==> config.mk <==
export PLATFORM = sky130hd
export DESIGN_NAME = crc16_checked_frame_deframer
export DESIGN_NICKNAME = d
export VERILOG_FILES = /design/src/rtl/cfd_pkg.sv /design/src/rtl/cfd_crc16.sv /design/src/rtl/cfd_parser.sv /design/src/rtl/crc16_checked_frame_deframer.sv
export SDC_FILE = /design/constraint.sdc
export NUM_CORES = 1
export LEC_CHECK = 0
export BUFFER_PORTS_ARGS = -buffer_cell sky130_fd_sc_hd__buf_2
export CAP_MARGIN = 20
export CORE_MARGIN = 1.5
export CORE_UTILIZATION = 45
export DETAILED_ROUTE_END_ITERATION = 12
export SLEW_MARGIN = 40
export SYNTH_ARGS = -nofsm -noshare
export SYNTH_HDL_FRONTEND = slang
export SYNTH_SLANG_ARGS = --single-unit
==> constraint.sdc <==
create_clock -name clk -period 8.6 [get_ports clk]
set_input_delay 1.29 -clock clk [delete_from_list [all_inputs] [get_ports clk]]
set_output_delay 1.29 -clock clk [all_outputs]
set_load 0.005 [all_outputs]
==> src/rtl/cfd_pkg.sv <==
// Shared types and constants of the CRC-16 checked frame deframer.
// Used by cfd_crc16, cfd_parser and crc16_checked_frame_deframer.
`default_nettype none
package cfd_pkg;

  // Head bytes of a frame
  localparam logic [7:0] HEAD_FIRST  = 8'hA5;
  localparam logic [7:0] HEAD_SECOND = 8'h5A;

  // CRC-16/MODBUS
  localparam logic [15:0] CRC_INIT = 16'hFFFF;
  localparam logic [15:0] CRC_POLY = 16'hA001;

  // Bytes to discard after a bad version or a length over the limit
  localparam logic [3:0] SKIP_AFTER_VER = 4'd8;
  localparam logic [3:0] SKIP_AFTER_LEN = 4'd2;

  // Result kinds
  localparam logic [2:0] KIND_PAYLOAD  = 3'd0;
  localparam logic [2:0] KIND_GOOD     = 3'd1;
  localparam logic [2:0] KIND_BAD_VER  = 3'd2;
  localparam logic [2:0] KIND_LEN_OVER = 3'd3;
  localparam logic [2:0] KIND_CRC_FAIL = 3'd4;
  localparam logic [2:0] KIND_NOISE    = 3'd5;

  // Configuration register indexes
  localparam logic [1:0] CFG_IDX_VERSION = 2'd0;
  localparam logic [1:0] CFG_IDX_MAX_LEN = 2'd1;

  // Parser phases, one-hot
  typedef enum logic [11:0] {
    PH_HUNT    = 12'b0000_0000_0001,
    PH_VER     = 12'b0000_0000_0010,
    PH_TYPE    = 12'b0000_0000_0100,
    PH_SEQLO   = 12'b0000_0000_1000,
    PH_SEQHI   = 12'b0000_0001_0000,
    PH_CMD     = 12'b0000_0010_0000,
    PH_LENLO   = 12'b0000_0100_0000,
    PH_LENHI   = 12'b0000_1000_0000,
    PH_PAYLOAD = 12'b0001_0000_0000,
    PH_CRCLO   = 12'b0010_0000_0000,
    PH_CRCHI   = 12'b0100_0000_0000,
    PH_SKIP    = 12'b1000_0000_0000
  } phase_t;

  // One result from the parser
  typedef struct packed {
    logic        emit;
    logic [2:0]  kind;
    logic [7:0]  data_byte;
    logic [7:0]  frame_type;
    logic [15:0] sequence_res;
    logic [7:0]  command;
    logic [15:0] payload_len;
    logic [15:0] noise_count;
  } cfd_res_t;

endpackage
`default_nettype wire

==> src/rtl/cfd_crc16.sv <==
// Byte-wide CRC-16/MODBUS update (reflected polynomial), unrolled over 8 bits.
// Depends on cfd_pkg for the polynomial.
`default_nettype none
module cfd_crc16 (
  input  wire logic [15:0] crc_in,
  input  wire logic [7:0]  data_in,
  output logic      [15:0] crc_out
);

  // Fold in the byte, then shift out eight bits
  always_comb begin
    logic [15:0] c;
    c = crc_in ^ {8'h00, data_in};
    for (int i = 0; i < 8; i++) begin
      if (c[0]) begin
        c = (c >> 1) ^ cfd_pkg::CRC_POLY;
      end else begin
        c = c >> 1;
      end
    end
    crc_out = c;
  end

endmodule
`default_nettype wire

==> src/rtl/cfd_parser.sv <==
// Frame parser: head hunt, header fields, payload pass-through, CRC check.
// Depends on cfd_pkg and cfd_crc16.
`default_nettype none
module cfd_parser (
  input  wire logic                clk,
  input  wire logic                rst_n,
  input  wire logic                step,
  input  wire logic [7:0]          rx_byte,
  input  wire logic [7:0]          expected_version,
  input  wire logic [15:0]         max_payload_len,
  output cfd_pkg::cfd_res_t        res
);

  cfd_pkg::phase_t phase_r, phase_nxt;
  logic        saw_head_r, saw_head_nxt;
  logic [15:0] dropped_r, dropped_nxt;
  logic [7:0]  type_r, type_nxt;
  logic [15:0] seq_r, seq_nxt;
  logic [7:0]  cmd_r, cmd_nxt;
  logic [15:0] len_r, len_nxt;
  logic [15:0] seen_r, seen_nxt;
  logic [15:0] crc_r, crc_nxt;
  logic [7:0]  crc_lo_r, crc_lo_nxt;
  logic [3:0]  skip_r, skip_nxt;

  logic [15:0] crc_upd;
  logic [15:0] len_full;
  logic [15:0] seen_inc;
  logic [15:0] drop_one;
  logic [3:0]  skip_dec;
  logic [15:0] dropped_upd;

  cfd_crc16 u_crc (
    .crc_in  (crc_r),
    .data_in (rx_byte),
    .crc_out (crc_upd)
  );

  assign len_full = {rx_byte, len_r[7:0]};
  assign seen_inc = seen_r + 16'd1;
  assign skip_dec = (skip_r != 4'd0) ? skip_r - 4'd1 : skip_r;

  // Saturating drop count: the pending A5 and the current byte may both drop
  always_comb begin
    drop_one = dropped_r;
    if (saw_head_r && drop_one != 16'hFFFF) begin
      drop_one = drop_one + 16'd1;
    end
    dropped_nxt = drop_one;
    if (rx_byte != cfd_pkg::HEAD_FIRST && drop_one != 16'hFFFF) begin
      dropped_nxt = drop_one + 16'd1;
    end
  end

  // Next state and result for one byte
  always_comb begin
    logic [15:0] drop_keep;
    logic [2:0]  kind;
    logic        emit;
    logic [7:0]  dbyte;
    logic [15:0] noise;
    drop_keep    = dropped_r;
    phase_nxt    = phase_r;
    saw_head_nxt = saw_head_r;
    type_nxt     = type_r;
    seq_nxt      = seq_r;
    cmd_nxt      = cmd_r;
    len_nxt      = len_r;
    seen_nxt     = seen_r;
    crc_nxt      = crc_r;
    crc_lo_nxt   = crc_lo_r;
    skip_nxt     = skip_r;
    emit         = 1'b0;
    kind         = cfd_pkg::KIND_PAYLOAD;
    dbyte        = 8'h00;
    noise        = 16'h0000;
    case (phase_r)
      cfd_pkg::PH_VER: begin
        crc_nxt = crc_upd;
        if (rx_byte != expected_version) begin
          skip_nxt  = cfd_pkg::SKIP_AFTER_VER;
          phase_nxt = cfd_pkg::PH_SKIP;
          emit      = 1'b1;
          kind      = cfd_pkg::KIND_BAD_VER;
        end else begin
          phase_nxt = cfd_pkg::PH_TYPE;
        end
      end
      cfd_pkg::PH_TYPE: begin
        crc_nxt   = crc_upd;
        type_nxt  = rx_byte;
        phase_nxt = cfd_pkg::PH_SEQLO;
      end
      cfd_pkg::PH_SEQLO: begin
        crc_nxt   = crc_upd;
        seq_nxt   = {8'h00, rx_byte};
        phase_nxt = cfd_pkg::PH_SEQHI;
      end
      cfd_pkg::PH_SEQHI: begin
        crc_nxt   = crc_upd;
        seq_nxt   = {rx_byte, seq_r[7:0]};
        phase_nxt = cfd_pkg::PH_CMD;
      end
      cfd_pkg::PH_CMD: begin
        crc_nxt   = crc_upd;
        cmd_nxt   = rx_byte;
        phase_nxt = cfd_pkg::PH_LENLO;
      end
      cfd_pkg::PH_LENLO: begin
        crc_nxt   = crc_upd;
        len_nxt   = {8'h00, rx_byte};
        phase_nxt = cfd_pkg::PH_LENHI;
      end
      cfd_pkg::PH_LENHI: begin
        crc_nxt = crc_upd;
        len_nxt = len_full;
        if (len_full > max_payload_len) begin
          skip_nxt  = cfd_pkg::SKIP_AFTER_LEN;
          phase_nxt = cfd_pkg::PH_SKIP;
          emit      = 1'b1;
          kind      = cfd_pkg::KIND_LEN_OVER;
        end else begin
          seen_nxt  = 16'h0000;
          phase_nxt = (len_full == 16'h0000) ? cfd_pkg::PH_CRCLO : cfd_pkg::PH_PAYLOAD;
        end
      end
      cfd_pkg::PH_PAYLOAD: begin
        crc_nxt  = crc_upd;
        seen_nxt = seen_inc;
        if (seen_inc >= len_r) begin
          phase_nxt = cfd_pkg::PH_CRCLO;
        end
        emit  = 1'b1;
        kind  = cfd_pkg::KIND_PAYLOAD;
        dbyte = rx_byte;
      end
      cfd_pkg::PH_CRCLO: begin
        crc_lo_nxt = rx_byte;
        phase_nxt  = cfd_pkg::PH_CRCHI;
      end
      cfd_pkg::PH_CRCHI: begin
        phase_nxt    = cfd_pkg::PH_HUNT;
        saw_head_nxt = 1'b0;
        emit         = 1'b1;
        kind         = ({rx_byte, crc_lo_r} == crc_r) ? cfd_pkg::KIND_GOOD
                                                      : cfd_pkg::KIND_CRC_FAIL;
      end
      cfd_pkg::PH_SKIP: begin
        skip_nxt = skip_dec;
        if (skip_dec == 4'd0) begin
          phase_nxt    = cfd_pkg::PH_HUNT;
          saw_head_nxt = 1'b0;
        end
      end
      default: begin
        // Hunt for A5 5A; unknown phase codes land here too
        phase_nxt = cfd_pkg::PH_HUNT;
        if (saw_head_r && rx_byte == cfd_pkg::HEAD_SECOND) begin
          saw_head_nxt = 1'b0;
          drop_keep    = 16'h0000;
          type_nxt     = 8'h00;
          seq_nxt      = 16'h0000;
          cmd_nxt      = 8'h00;
          len_nxt      = 16'h0000;
          seen_nxt     = 16'h0000;
          crc_nxt      = cfd_pkg::CRC_INIT;
          crc_lo_nxt   = 8'h00;
          phase_nxt    = cfd_pkg::PH_VER;
          emit         = (dropped_r != 16'h0000);
          kind         = cfd_pkg::KIND_NOISE;
          noise        = dropped_r;
        end else begin
          drop_keep    = dropped_nxt;
          saw_head_nxt = (rx_byte == cfd_pkg::HEAD_FIRST);
        end
      end
    endcase
    res.emit         = emit;
    res.kind         = kind;
    res.data_byte    = dbyte;
    res.frame_type   = type_nxt;
    res.sequence_res = seq_nxt;
    res.command      = cmd_nxt;
    res.payload_len  = len_nxt;
    res.noise_count  = noise;
    dropped_upd      = drop_keep;
  end

  // Advance state on each processed byte
  always_ff @(posedge clk) begin
    if (!rst_n) begin
      phase_r    <= cfd_pkg::PH_HUNT;
      saw_head_r <= 1'b0;
      dropped_r  <= 16'h0000;
      type_r     <= 8'h00;
      seq_r      <= 16'h0000;
      cmd_r      <= 8'h00;
      len_r      <= 16'h0000;
      seen_r     <= 16'h0000;
      crc_r      <= cfd_pkg::CRC_INIT;
      crc_lo_r   <= 8'h00;
      skip_r     <= 4'd0;
    end else if (step) begin
      phase_r    <= phase_nxt;
      saw_head_r <= saw_head_nxt;
      dropped_r  <= dropped_upd;
      type_r     <= type_nxt;
      seq_r      <= seq_nxt;
      cmd_r      <= cmd_nxt;
      len_r      <= len_nxt;
      seen_r     <= seen_nxt;
      crc_r      <= crc_nxt;
      crc_lo_r   <= crc_lo_nxt;
      skip_r     <= skip_nxt;
    end
  end

endmodule
`default_nettype wire

==> src/rtl/crc16_checked_frame_deframer.sv <==
// Top level of the CRC-16/MODBUS checked frame deframer: input register,
// configuration registers, parser and result register. Depends on cfd_pkg, cfd_parser.
//
//   Channel   Ports                                   Direction  Content
//   input     in_valid/in_ready, in_rx_byte           in         one link byte
//   result    out_valid/out_ready, out_kind ...       out        zero or one per byte
//   config    cfg_valid/cfg_ready, cfg_index/cfg_data in         0 version, 1 length limit
//
// One byte per cycle unless a stalled result holds the parser; while a byte sits in the input
// register the parser and CRC update act on it, and the result register loads when it steps.
// From input transfer to result valid a byte passes the input register, then the result register.
// rst_n is synchronous: parser hunts for a head, limits go to version 1 and length 1024.
// A stalled result holds the parser; the input register then fills and drops in_ready.
`default_nettype none
module crc16_checked_frame_deframer (
  input  wire logic        clk,
  input  wire logic        rst_n,
  input  wire logic        in_valid,
  output logic             in_ready,
  input  wire logic [7:0]  in_rx_byte,
  output logic             out_valid,
  input  wire logic        out_ready,
  output logic [2:0]       out_kind,
  output logic [7:0]       out_data_byte,
  output logic [7:0]       out_frame_type,
  output logic [15:0]      out_sequence_res,
  output logic [7:0]       out_command,
  output logic [15:0]      out_payload_len,
  output logic [15:0]      out_noise_count,
  input  wire logic        cfg_valid,
  output logic             cfg_ready,
  input  wire logic [1:0]  cfg_index,
  input  wire logic [15:0] cfg_data
);

  logic        byte_vld_r;
  logic [7:0]  byte_r;
  logic [7:0]  ver_r;
  logic [15:0] max_len_r;
  logic        out_vld_r;
  cfd_pkg::cfd_res_t res;
  cfd_pkg::cfd_res_t res_r;
  logic        step;

  // Process the held byte when the result register is free or draining
  assign step      = byte_vld_r && (!out_vld_r || out_ready);
  assign in_ready  = !byte_vld_r || step;
  assign cfg_ready = 1'b1;

  // Input register
  always_ff @(posedge clk) begin
    if (!rst_n) begin
      byte_vld_r <= 1'b0;
    end else if (in_ready) begin
      byte_vld_r <= in_valid;
    end
  end

  always_ff @(posedge clk) begin
    if (in_valid && in_ready) begin
      byte_r <= in_rx_byte;
    end
  end

  // Configuration registers
  always_ff @(posedge clk) begin
    if (!rst_n) begin
      ver_r     <= 8'd1;
      max_len_r <= 16'd1024;
    end else if (cfg_valid) begin
      if (cfg_index == cfd_pkg::CFG_IDX_VERSION) begin
        ver_r <= cfg_data[7:0];
      end
      if (cfg_index == cfd_pkg::CFG_IDX_MAX_LEN) begin
        max_len_r <= cfg_data;
      end
    end
  end

  cfd_parser u_parser (
    .clk              (clk),
    .rst_n            (rst_n),
    .step             (step),
    .rx_byte          (byte_r),
    .expected_version (ver_r),
    .max_payload_len  (max_len_r),
    .res              (res)
  );

  // Result register: load on an emitting step, drop on transfer
  always_ff @(posedge clk) begin
    if (!rst_n) begin
      out_vld_r <= 1'b0;
    end else if (step && res.emit) begin
      out_vld_r <= 1'b1;
    end else if (out_ready) begin
      out_vld_r <= 1'b0;
    end
  end

  always_ff @(posedge clk) begin
    if (step && res.emit) begin
      res_r <= res;
    end
  end

  assign out_valid        = out_vld_r;
  assign out_kind         = res_r.kind;
  assign out_data_byte    = res_r.data_byte;
  assign out_frame_type   = res_r.frame_type;
  assign out_sequence_res = res_r.sequence_res;
  assign out_command      = res_r.command;
  assign out_payload_len  = res_r.payload_len;
  assign out_noise_count  = res_r.noise_count;

endmodule
`default_nettype wire
==> run summary, run 1 <==
The run finished with clean final reports. The number of instances resized during post-cts repair was 0. The run gives 3.12% as the met3 capacity usage during global routing. Global routing used 35.5% of the available met2 tracks.

The run gives 0.889 as the last weighted congestion value of the routability-driven placer. The sum of negative setup slack was 0 ns; the maximum count of clock buffers along a single path was 3. The floorplan step set the die height to 166 µm. The starting density of the core is 45.8%, and the leakage power is 4.83 nW. STA classifies the critical path startpoint as a flop. Area growth from synthesis to final layout: 14.6%. For the cell area after layout, the log shows 13600 µm². The most common cell in the synthesized netlist is sky130_fd_sc_hd__dfxtp_1.

The clock reaches the later pin of the worst-skew pair after 0.53 ns. The top cell type by area accounts for 24.7% of the synthesized area. The tools report the arrival time at the worst endpoint as 4.11 ns. Across every metal layer, demand over resource in global routing totals 22.6%. The run gives 32.5% as the met1 track demand over resource in global routing. Counting I/O delays and the setup requirement, the final critical path takes 3.94 ns. The multi-input combinational cells in the finished layout cover a total of 5970 µm². Dividing the detail-routed via count by the number of cells gives 5.62. The worst path uses 45.9% of the clock period. TritonCTS built the clock tree.

In this run, synthesis inferred 83 flip-flops with an integrated enable. Based on the critical path, the design can be clocked at up to 254 MHz. The post-synthesis average cell area is 9.08 µm², and the number of search-and-repair iterations in the first detailed-routing pass is 5. The final routed wire length divided by cell count works out to 17.7 µm. The setup path with the least slack is of type reg2reg.

The die covers 27400 µm². The area of the mapped netlist came out at 11900 µm². The total of buffers placed on input and output ports was 107.

The largest total area in the synthesized netlist belongs to sky130_fd_sc_hd__dfxtp_1. The run gives 1378 as the total nets after synthesis. Power spread over the standard cell area amounts to 176 nW/µm². The number of diodes added for antenna fixing was 0. The tools report the final standard cell count with taps included and fillers excluded as 1737. The logs give 9121 for the via count of the first global-routing pass and 802 for the count of routing violations after the opening detailed-route iteration. Summed over all nets, the half-perimeter wirelength after detailed placement is 21.0 mm. For this design the top-level I/O count stands at 109. The highest fanout seen on the critical path is 51, and the number of warnings reported in the yosys synthesis log is 0. The run gives 59 as the number of placement rows. Entering global routing, the biggest net connects 78 pins. The post-synthesis async set-or-reset flop share came out at 0%.

For the relative slew slack, the log shows 44.8%. Buffers inserted to repair hold after CTS numbered 0. The number of antenna violations at the first check in global routing is 0.

In the post-synthesis netlist, the biggest area contributors are sky130_fd_sc_hd__dfxtp_1 25%, sky130_fd_sc_hd__edfxtp_1 21%, sky130_fd_sc_hd__nor2_1 4.3%. After detailed routing, the number of remaining DRC violations is 0. Across the whole layout, storage elements account for 5440 µm². Setup repair after global routing left no endpoint under its margin. The leading register cell type out of synthesis is sky130_fd_sc_hd__dfxtp_1. Number of endpoints with negative hold slack in the final report: 0. The tree is rooted in a sky130_fd_sc_hd__clkbuf_16. The run gives 75 as the count of distinct cell types in the synthesized netlist. The x dimension of the die came out at 166 µm. The run gives 52.4% as the utilization of the core after routing. STA classifies the critical path endpoint as a flop. The tools report the count of maximum capacitance violations as 0.

The post-route netlist has 14.5% of its cells at a drive strength greater than 1. The detailed-route via count came out at 9758. The number of levels in the clock H-tree was 1; the cell count after synthesis was 1310.

Counting instances in the post-synthesis netlist gives the leading cell types as 147 x sky130_fd_sc_hd__dfxtp_1, 135 x sky130_fd_sc_hd__nor2_1, 126 x sky130_fd_sc_hd__nand2_1. In this run the remaining antenna-violating nets after routing total 0. The routed design has 30.7 mm of wire. Clock tree synthesis inserted a total of 26 buffers. The total area inside the core boundary comes to 26000 µm². The cell area after placement was 12800 µm²; the transition time of the tightest slew-check pin was 0.827 ns.

The path class of the tightest hold or removal check is reg2reg. Post-CTS setup buffer count: 0. Remaining global-route overflow: 0. Clock skew on the completed layout was measured at 0.00773 ns.

For this run, the register share of the synthesized area comes to 45.7%. For this run, the post-layout net count is 1451. The logs give 1690 for the number of placed instances with taps included and 49.1 mm for the global-route wire length before repair. Setup violations remaining at the end of the flow were counted as 0. STA puts the critical path data required time at 8.76 ns. The global routing stage identified its most utilized layer as met2. The final number of max-transition violations was 0; the maximum vdd ir drop was 0.000248 V. The clock transition at the register clock pins on the worst setup and hold paths after CTS is 0.06 ns. Fill cells in the final layout number 2459. Clock tree synthesis found a total of 230 sinks. In this run, synthesis produced a sequential element count of 230.
## state kept, by name, summed over array words and instances (netlist names), 4 cells and up
register and flops:
out_sequence_res 16, out_payload_len 16, u_parser.seq_r 16, ver_r 8, out_noise_count 16, u_parser.seen_r 16
out_data_byte 8, u_parser.cmd_r 8, out_frame_type 8, byte_r 8, u_parser.type_r 8, u_parser.phase_r 12
max_len_r 16, u_parser.crc_r 16, out_command 8, u_parser.dropped_r 16, u_parser.skip_r 4, u_parser.crc_lo_r 8
u_parser.len_r 16
## final cells by class
| type | instances | share of cell area [%] |
|---|---|---|
| multi-input cells | 942 | 43.8 |
| flip-flops and latches | 230 | 39.9 |
| repair buffers | 132 | 5.54 |
| clock buffers | 28 | 4.99 |
| well taps | 335 | 3.08 |
| inverters | 51 | 1.40 |
| clock inverters | 19 | 1.32 |
## placed cells by master (no fill, tap or decap), types with 40 or more instances in the layout
| master | count |
|---|---|
| sky130_fd_sc_hd__a21oi_1 | 49 |
| sky130_fd_sc_hd__a22o_1 | 40 |
| sky130_fd_sc_hd__buf_2 | 108 |
| sky130_fd_sc_hd__dfxtp_1 | 147 |
| sky130_fd_sc_hd__edfxtp_1 | 83 |
| sky130_fd_sc_hd__inv_1 | 50 |
| sky130_fd_sc_hd__nand2_1 | 126 |
| sky130_fd_sc_hd__nor2_1 | 133 |
| sky130_fd_sc_hd__nor3_1 | 65 |
| sky130_fd_sc_hd__o21ai_0 | 49 |
| sky130_fd_sc_hd__xor2_1 | 41 |
## cell families (layout without fill, tap and decap cells)
family	Yosys count	after routing	share of synthesized area, %
and+or+nand+nor	538	538	23.0
AOI/OAI and AO/OA	275	275	15.9
DFF	230	230	45.7
buffers and inverters	138	230	4.53
xor gates and xnor gates	73	73	5.38
adders and majority gates	37	37	3.89
muxes	18	18	1.51
other	1	1	0.0315
## report_power, final
part / internal [W] / switching, W
clock network: 0.000660 / 0.000451
registers: 0.00113 / 0.0000119
logic: 0.0000519 / 0.0000932
total: 0.00185 / 0.000556
## path summary, 6_finish.rpt
path,cells after the start,slack [ns],startpoint,endpoint
setup / recovery,8,4.66,u_parser.phase_r[3],out_data_byte[2]
hold reg to reg,2,0.46,max_len_r[6],max_len_r[6]
hold / removal,2,0.46,max_len_r[6],max_len_r[6]
setup reg to reg,8,4.66,u_parser.phase_r[3],out_data_byte[2]
## stage by stage
step	worst slack [ns]	hold WS (ns)	power [W]
after global placement	4.79	0.444	0.00131
after detailed placement	4.71	0.450	0.00131
final	4.66	0.456	0.00240
after CTS	4.71	0.459	0.00243
after floorplan	0.683	0.436	0.00126
after global routing	4.35	0.481	0.00249
## per-layer routing
metal	vias up	wire, µm
met2	294	13700
met4	0	535
met1	4588	14600
li1	4837	-
met3	39	1860
met5	-	0
## worst max-delay path: stages (launching register included)
cell	delay, ns
sky130_fd_sc_hd__dfxtp_1	0.44
sky130_fd_sc_hd__nor4_2	0.62
sky130_fd_sc_hd__nand3b_1	0.39
sky130_fd_sc_hd__nor4_4	0.59
sky130_fd_sc_hd__o311ai_1	0.22
sky130_fd_sc_hd__buf_4	0.23
sky130_fd_sc_hd__and3_1	0.19
sky130_fd_sc_hd__nor3_2	0.26
sky130_fd_sc_hd__buf_4	0.59
No activity file was read; power rests on OpenSTA's default activity.
==> run 2, diff against run 1 <==
ABC_AREA = 1   (was unset)
PLACE_DENSITY = 0.66   (was unset)
clock period = 3.5 ns   (was 8.6 ns; I/O delays follow)
==> run summary, run 2 <==
The last weighted congestion value of the routability-driven placer was 0.901 (+1.3%); the fmax was 323 MHz (+27%). In the post-synthesis netlist, the biggest area contributors are sky130_fd_sc_hd__dfxtp_1 24%, sky130_fd_sc_hd__edfxtp_1 21%, sky130_fd_sc_hd__nand2_1 7.5%. The via count of the first global-routing pass was 9850 (+8.0%). Sequential cell area fraction in the yosys report: 44.9% (-0.78 points).

Overall routing resource usage: 22.3% (-0.33 points). Number of placed I/O pins: 109 (unchanged). The area growth from synthesis to final layout was 14.3%. The run gives 230 (unchanged) as the number of sinks on the clock net. The setup skew after layout is 0.0155 ns (+0.00779 ns), and the clock transition at the register clock pins on the worst setup and hold paths after CTS is 0.06 ns (about the same). The switching part of the total is 24.7% (+1.5 points). For the total half-perimeter wirelength after legalization and detailed placement, the log shows 22.4 mm (+6.5%). Fraction of final layout cells with drive strength greater than 1: 15.3% (+0.85 points). The tools report the insertion delay to the later sink of the worst-skew pair as 0.52 ns (about the same). The cell count after synthesis came out at 1536 (+17%). The post-CTS setup buffer count was 0 (unchanged); the number of warnings reported in the yosys synthesis log was 0 (unchanged). Leaving out fill and tap cells, the most frequent cell in the layout is sky130_fd_sc_hd__nand2_1. The run gives 27900 µm² (+1.7%) as the floorplan die area.

The arrival time at the worst endpoint is 3.47 ns (-0.64 ns), and the post-layout net count is 1709 (+18%). The run gives 59 (unchanged) as the number of placement rows. The tools report the area of the mapped netlist as 12100 µm² (+1.7%). The count of routing violations after the opening detailed-route iteration came out at 896 (+12%). The logs give 0 (unchanged) for the number of endpoints with negative hold slack in the final report and 6 (+1) for the number of search-and-repair iterations in the first detailed-routing pass. The largest net degree at the start of global routing was 99 (+27%). The part of the power in registers was 48.6% (+0.9 points); the number of levels in the clock H-tree was 1 (unchanged).

The run finished with clean final reports. The number of setup violations in the final report was 0 (unchanged); the starting density of the core was 46.2% (+0.40 points). The sum of routed wire length over all layers was 31.6 mm (+2.9%). The type of the worst setup path is reg2reg. The time the worst path needs with I/O delays and setup was 3.10 ns (-0.843 ns); the number of diodes added for antenna fixing was 0 (unchanged). For the relative slew slack, the log shows 41.0% (-3.8 points).

The CTS buffer count was 25 (-3.8%); the clock power share was 41.0% (-5.2 points). STA classifies the critical path startpoint as a flop. The final routed wire length divided by cell count is 15.8 µm (-10%). The count of nets left with antenna violations after detail routing was 0 (unchanged). Filler cell count: 2483 (+0.98%). The kind of path behind the tightest hold check is in2reg.

The leading register cell type out of synthesis was sky130_fd_sc_hd__dfxtp_1. The post-synthesis register bit count was 230 (unchanged). Post-synthesis async set-or-reset flop share: 0% (unchanged). TritonCTS built the clock tree. Cell area after layout: 13800 µm² (+1.5%). The transition time of the tightest slew-check pin was 0.885 ns (+0.0581 ns). The post-synthesis average cell area is 7.88 µm² (-13%), and the remaining global-route overflow is 0 (unchanged).

By count the netlist is led by 243 x sky130_fd_sc_hd__nand2_1, 212 x sky130_fd_sc_hd__inv_1, 147 x sky130_fd_sc_hd__dfxtp_1. For the total nets after synthesis, the log shows 1604 (+16%). The worst setup slack before clock tree synthesis was 0.128 ns (-4.59 ns). The placeable core region was 26200 µm² (+0.85%). The logs give 49 (-35%) for the count of distinct cell types in the synthesized netlist and 10600 (+9.0%) for the detailed-route via count.

The top-area cell type share of the netlist area was 24.3% (-0.42 points); the global-route wire length before repair was 50.2 mm (+2.3%). The share of the cycle needed by the critical path after routing works out to 88.6% (+43 points). The x dimension of the die was 167 µm (+0.85%). The cell internal power dissipation is 0.00452 W (+140%). The cell type with the highest aggregate area in the netlist is sky130_fd_sc_hd__dfxtp_1.

The buffer type at the clock tree root is sky130_fd_sc_hd__clkbuf_16. Overall die height: 167 µm (+0.85%). The cell area power density was 434 nW/µm² (+150%); the leakage power was 6.02 nW (+24%). For the count of maximum capacitance violations, the log shows 0 (unchanged).

The tools report the worst path required time as 3.87 ns (-4.89 ns). The tools report the number of antenna violations at the first check in global routing as 0 (unchanged). The tools report the combinational share of power as 10.4% (+4.4 points). The switching power summed over all nets is 0.00148 W (+170%). The worst-case setup margin in the final layout was 0.400 ns (-4.26 ns); the routed via count divided by cell count was 5.34 (-5.0%).

The highest fanout seen on the critical path is 11 (-78%). The total of buffers placed on input and output ports came out at 107 (unchanged). The library cells used most frequently in the layout, excluding fill and tap cells, are 241 x sky130_fd_sc_hd__nand2_1, 210 x sky130_fd_sc_hd__inv_1, 146 x sky130_fd_sc_hd__dfxtp_1. The final number of max-transition violations came out at 0 (unchanged).

The tools report the maximum vdd ir drop as 0.000292 V (+18%). The maximum count of clock buffers along a single path was 3 (unchanged). The DRC violations left is 0 (unchanged).

For the cell area after placement, the log shows 13000 µm² (+2.1%). The type of destination of the critical path was a flop. The most instantiated library cell after synthesis is sky130_fd_sc_hd__nand2_1. The number of enable flip-flop cells after synthesis works out to 83 (unchanged).
## run 2: cell count changes after synthesis, moves of 19 or more
cell	delta
sky130_fd_sc_hd__a21oi_1	+77
sky130_fd_sc_hd__a22o_1	-40
sky130_fd_sc_hd__a22oi_1	-25
sky130_fd_sc_hd__and2_1	-30
sky130_fd_sc_hd__and3_1	-22
sky130_fd_sc_hd__clkbuf_1	-32
sky130_fd_sc_hd__inv_1	+162
sky130_fd_sc_hd__nand2_1	+117
sky130_fd_sc_hd__nand2_2	+23
sky130_fd_sc_hd__nand3_1	+42
sky130_fd_sc_hd__nand4_1	+25
sky130_fd_sc_hd__nor3_1	-35
sky130_fd_sc_hd__o21ai_0	+67
sky130_fd_sc_hd__o22ai_1	+19
## run 2: cells by family after synthesis
kind of cell | after synthesis | share of synthesized area, %
DFF | 230 | 44.9
adders and majority gates | 37 | 3.83
AOI/OAI and AO/OA | 313 | 14.0
buffers and inverters | 283 | 9.22
other | 1 | 0.0310
xor gates and xnor gates | 61 | 4.42
and+or+nand+nor | 611 | 23.6
## run 2: what timing repair did
action / in CTS / in global routing
hold endpoints to repair: 0 / 0
gates resized for setup: 0 / 11
setup endpoints to repair: 0 / 12
hold buffers: 0 / 0
## run 2: final timing paths
check                           from             endpoint  slack, ns  cells past startpoint
setup / recovery  u_parser.seen_r[2]  u_parser.phase_r[8]       0.40                     17
hold / removal         in_rx_byte[6]            byte_r[6]       0.19                      1
setup reg to reg  u_parser.seen_r[2]  u_parser.phase_r[8]       0.40                     17
hold reg to reg        max_len_r[10]        max_len_r[10]       0.46                      2
## run 2: worst max-delay path, stage by stage (launching register included)
cell and delay, ns:
sky130_fd_sc_hd__dfxtp_1 0.39, sky130_fd_sc_hd__nand3_1 0.15, sky130_fd_sc_hd__nor3_2 0.20, sky130_fd_sc_hd__inv_1 0.12
sky130_fd_sc_hd__nor3_4 0.18, sky130_fd_sc_hd__nand3_2 0.15, sky130_fd_sc_hd__nor3b_2 0.20, sky130_fd_sc_hd__xor2_1 0.20
sky130_fd_sc_hd__ha_1 0.27, sky130_fd_sc_hd__a21oi_1 0.15, sky130_fd_sc_hd__o21ai_0 0.09, sky130_fd_sc_hd__a21oi_1 0.14
sky130_fd_sc_hd__nand4_1 0.15, sky130_fd_sc_hd__nand3_1 0.13, sky130_fd_sc_hd__buf_4 0.18, sky130_fd_sc_hd__nor3_1 0.06
sky130_fd_sc_hd__a21oi_1 0.12, sky130_fd_sc_hd__nor2_1 0.05
## run 2: power groups by stage
stage / combinational [W] / clock (W) / sequential (W)
2_1_floorplan: 0.000449 / 0 / 0.00295
3_5_place_dp: 0.000613 / 0 / 0.00297
6_report: 0.000622 / 0.00246 / 0.00291
4_1_cts: 0.000618 / 0.00250 / 0.00291
5_1_grt: 0.000705 / 0.00261 / 0.00292
3_3_place_gp: 0.000599 / 0 / 0.00297
## run 2: stage by stage
step	hold WS, ns	power, W	setup TNS, ns	util, %	cells
finish	0.190	0.00600	0	52.8	1992
global route	0.176	0.00623	-0.0178	52.8	1992
CTS	0.176	0.00603	0	52.6	1992
detailed placement	0.450	0.00358	0	49.7	1949
global placement	0.444	0.00356	0	49.7	1949
floorplan	0.429	0.00340	0	-	1536
## run 2: final cells by class
cell class	instances	area [µm²]	area share (%)
Multi-Input combinational cell	1023	5610	40.5
Sequential cell	230	5440	39.3
Inverter	225	848	6.13
Timing Repair Buffer	136	769	5.56
Clock buffer	40	712	5.15
Tap cell	335	419	3.03
Clock inverter	3	38.8	0.280
## run 2: per-layer routing
metal	wire length (µm)	GRT usage [%]
met1	14100	29.8
met3	2040	3.33
met4	816	6.72
met2	14600	37.3
met5	0	0
==> run 3, diff against run 2 <==
CELL_PAD_IN_SITES_DETAIL_PLACEMENT = 1   (was unset)
CELL_PAD_IN_SITES_GLOBAL_PLACEMENT = 1   (was unset)
CORE_UTILIZATION = 40   (was 45)
PLACE_DENSITY = unset   (was 0.66)
PLACE_DENSITY_LB_ADDON = 0.1   (was unset)
==> run summary, run 3 (synthesis results as in run 2) <==
The fmax is 308 MHz (-4.6%). The met1 track demand over resource in global routing came out at 32.4% (+2.6 points). The end of the worst register-to-register path is u_parser.phase_r[8]. The highest fanout seen on the critical path came out at 11 (unchanged). The run gives 0.000291 V (-0.23%) as the maximum vdd ir drop. Busiest metal layer after global routing: met2. The number of placed I/O pins is 109 (unchanged), and the worst setup slack before clock tree synthesis is 0.0150 ns (-0.113 ns).

The worst setup path is captured at a flop. The count of routing violations after the opening detailed-route iteration is 604 (-33%), and the sum of routed wire length over all layers is 36.9 mm (+17%). The number of sinks on the clock net is 230 (unchanged), and the cell area power density is 453 nW/µm² (+4.5%). The switching power summed over all nets is 0.00166 W (+12%). The share of the cycle needed by the critical path after routing is 92.8% (+4.3 points).

For the combinational share of power, the log shows 10.3% (about the same). The detailed-route via count is 10800 (+1.7%). The run gives 0.250 ns (-0.150 ns) as the worst-case setup margin in the final layout. The fraction of final layout cells with drive strength greater than 1 came out at 16.2% (+0.89 points). The tools report the worst reg2reg path startpoint as u_parser.seen_r[2]. The final number of max-transition violations was 0 (unchanged). The number of endpoints with negative hold slack in the final report is 0 (unchanged), and the routed via count divided by cell count is 5.23 (-2.0%).

Clock transition at the register clock pins on the worst setup and hold paths after CTS: 0.06 ns (about the same). The worst path required time is 3.92 ns (+0.05 ns), and the relative slew slack is 45.4% (+4.4 points). The time the worst path needs with I/O delays and setup is 3.25 ns (+0.150 ns), and the maximum count of clock buffers along a single path is 3 (unchanged).

The tools report the sort of element at the start of the critical path as a flop. Total half-perimeter wirelength after legalization and detailed placement: 26.3 mm (+18%). The count of nets left with antenna violations after detail routing is 0 (unchanged), and the part of the power in registers is 45.5% (-3.1 points). The global-route wire length before repair was 58.4 mm (+16%). The critical path is of the reg2reg type. The logs give 0.00473 W (+4.6%) for the cell internal power dissipation and 29700 µm² (+13%) for the placeable core region. The last weighted congestion value of the routability-driven placer came out at 0.849 (-5.7%). The run gives 1723 (+0.82%) as the post-layout net count. The via count of the first global-routing pass is 10800 (+9.9%). The total of buffers placed on input and output ports is 107 (unchanged).

For the remaining global-route overflow, the log shows 0 (unchanged). In the layout the commonest cells are 241 x sky130_fd_sc_hd__nand2_1, 210 x sky130_fd_sc_hd__inv_1, 146 x sky130_fd_sc_hd__dfxtp_1. The run gives 81 (-18%) as the largest net degree at the start of global routing. The run gives 0.0139 ns (-0.00166 ns) as the setup skew after layout. For the cell area after layout, the log shows 14100 µm² (+2.0%). The tools report the met3 capacity usage during global routing as 3.20% (-0.13 points). The tightest min-delay check is of the in2reg type.

Number of diodes added for antenna fixing: 0 (unchanged). The CTS buffer count came out at 28 (+12%). The tools report the worst setup slack for register-to-register paths as 0.25 ns (-0.15 ns). The x dimension of the die is 177 µm (+6.0%). Setup repair after global routing left no endpoint under its margin. The starting density of the core came out at 40.7% (-5.5 points).

The number of antenna violations at the first check in global routing is 0 (unchanged), and the filler cell count is 3693 (+49%). TritonCTS built the clock tree. The final hold slack was 0.145 ns (-0.0448 ns); the transition time of the tightest slew-check pin was 0.818 ns (-0.0665 ns). The number of search-and-repair iterations in the first detailed-routing pass was 5 (-1). The tools report the capturing instance or port of the critical path as u_parser.phase_r[8]. The depth of the most critical reg-to-reg path was 19 (+2). Clock power share: 44.2% (+3.2 points). The cell area after placement came out at 13200 µm² (+1.1%). The tools report the buffer type at the clock tree root as sky130_fd_sc_hd__clkbuf_16. The logs give 23.8% (+1.5 points) for the overall routing resource usage and 63 (+6.8%) for the number of placement rows. Leaving out fill and tap cells, the most frequent cell in the layout is sky130_fd_sc_hd__nand2_1. The run gives 0 (unchanged) as the count of maximum capacitance violations.

The floorplan die area was 31300 µm² (+12%); the sum of negative setup slack was 0 ns (unchanged). The quantity of hold-fixing buffers added after cts is 0 (unchanged). The leakage power is 6.11 nW (+1.6%).

The run gives 1 (unchanged) as the number of levels in the clock H-tree. The number of setup violations in the final report is 0 (unchanged). The tools report the arrival time at the worst endpoint as 3.67 ns (+0.20 ns). The final routed wire length divided by cell count was 17.8 µm (+13%). The DRC violations left is 0 (unchanged), and the overall die height is 177 µm (+6.0%). The run finished with clean final reports. The area growth from synthesis to final layout was 16.6%; the switching part of the total was 26.0% (+1.4 points).

The global routing usage on met2 came out at 39.2% (+2.0 points). The insertion delay to the later sink of the worst-skew pair was 0.56 ns (+0.04 ns). First element of the critical path: u_parser.seen_r[2].
-- run 3: changes by cell type in the layout (fill, tap and decap cells not counted), sizes merged --
cell | before | now
buf | 136 | 147
clkinv | 8 | 11
inv | 219 | 221
clkbuf | 40 | 42
clkinvlp | 0 | 1
bufinv | 1 | 2
-- run 3: what timing repair did --
action / in CTS / in global routing
pin swaps: 0 / 1
setup endpoints to repair: 2 / 12
gates resized for setup: 1 / 10
setup buffers: 0 / 1
-- run 3: how the worst min path moves through the flow --
stage	slack, ns	cells past startpoint	from	end
after floorplan	0.43	2	max_len_r[10]	max_len_r[10]
after global placement	0.45	2	max_len_r[10]	max_len_r[10]
after detailed placement	0.46	2	max_len_r[11]	max_len_r[11]
after CTS	0.12	1	in_rx_byte[7]	byte_r[7]
after global routing	0.12	1	in_rx_byte[4]	byte_r[4]
final	0.15	1	in_rx_byte[7]	byte_r[7]
-- run 3: critical path: stages (launching register included) --
cell and delay, ns:
sky130_fd_sc_hd__dfxtp_1 0.39, sky130_fd_sc_hd__nand3_1 0.15, sky130_fd_sc_hd__nor3_2 0.19, sky130_fd_sc_hd__inv_1 0.09
sky130_fd_sc_hd__nor3_2 0.21, sky130_fd_sc_hd__nand3_2 0.16, sky130_fd_sc_hd__nor3_1 0.21, sky130_fd_sc_hd__xor2_1 0.21
sky130_fd_sc_hd__ha_1 0.27, sky130_fd_sc_hd__nand2_1 0.08, sky130_fd_sc_hd__inv_1 0.04, sky130_fd_sc_hd__nand3_1 0.10
sky130_fd_sc_hd__inv_1 0.06, sky130_fd_sc_hd__a21oi_1 0.15, sky130_fd_sc_hd__nand4_1 0.18, sky130_fd_sc_hd__nand3_1 0.15
sky130_fd_sc_hd__buf_4 0.20, sky130_fd_sc_hd__nor3_1 0.07, sky130_fd_sc_hd__a21oi_1 0.13, sky130_fd_sc_hd__nor2_1 0.05
-- run 3: power groups by stage --
stage,sequential [W],clock (W),combinational [W]
global placement,0.00296,0,0.000632
floorplan,0.00295,0,0.000449
CTS,0.00291,0.00289,0.000660
detailed placement,0.00297,0,0.000653
finish,0.00291,0.00282,0.000658
global route,0.00292,0.00300,0.000741
-- run 3: metrics by stage --
| stage | total power (W) | util (%) | instances |
|---|---|---|---|
| 3_5_place_dp | 0.00362 | 44.3 | 2014 |
| 2_1_floorplan | 0.00340 | - | 1536 |
| 6_report | 0.00639 | 47.5 | 2067 |
| 3_3_place_gp | 0.00359 | 44.3 | 2014 |
| 5_1_grt | 0.00666 | 47.5 | 2067 |
| 4_1_cts | 0.00646 | 47.3 | 2066 |
-- run 3: routing by layer --
layer	up-vias	share of wire, %
li1	5324	-
met1	5209	46
met2	223	47
met3	61	4.7
met4	0	2.4
met5	-	0
-- run 3: cell type report --
type	instances	area, µm²	area share (%)
clock buffer	42	763	5.41
inverter	225	847	6.00
multi-input combinational	1023	5600	39.7
clock inverter	10	115	0.816
sequential	230	5440	38.5
timing repair buffer	147	861	6.10
tap	390	488	3.46
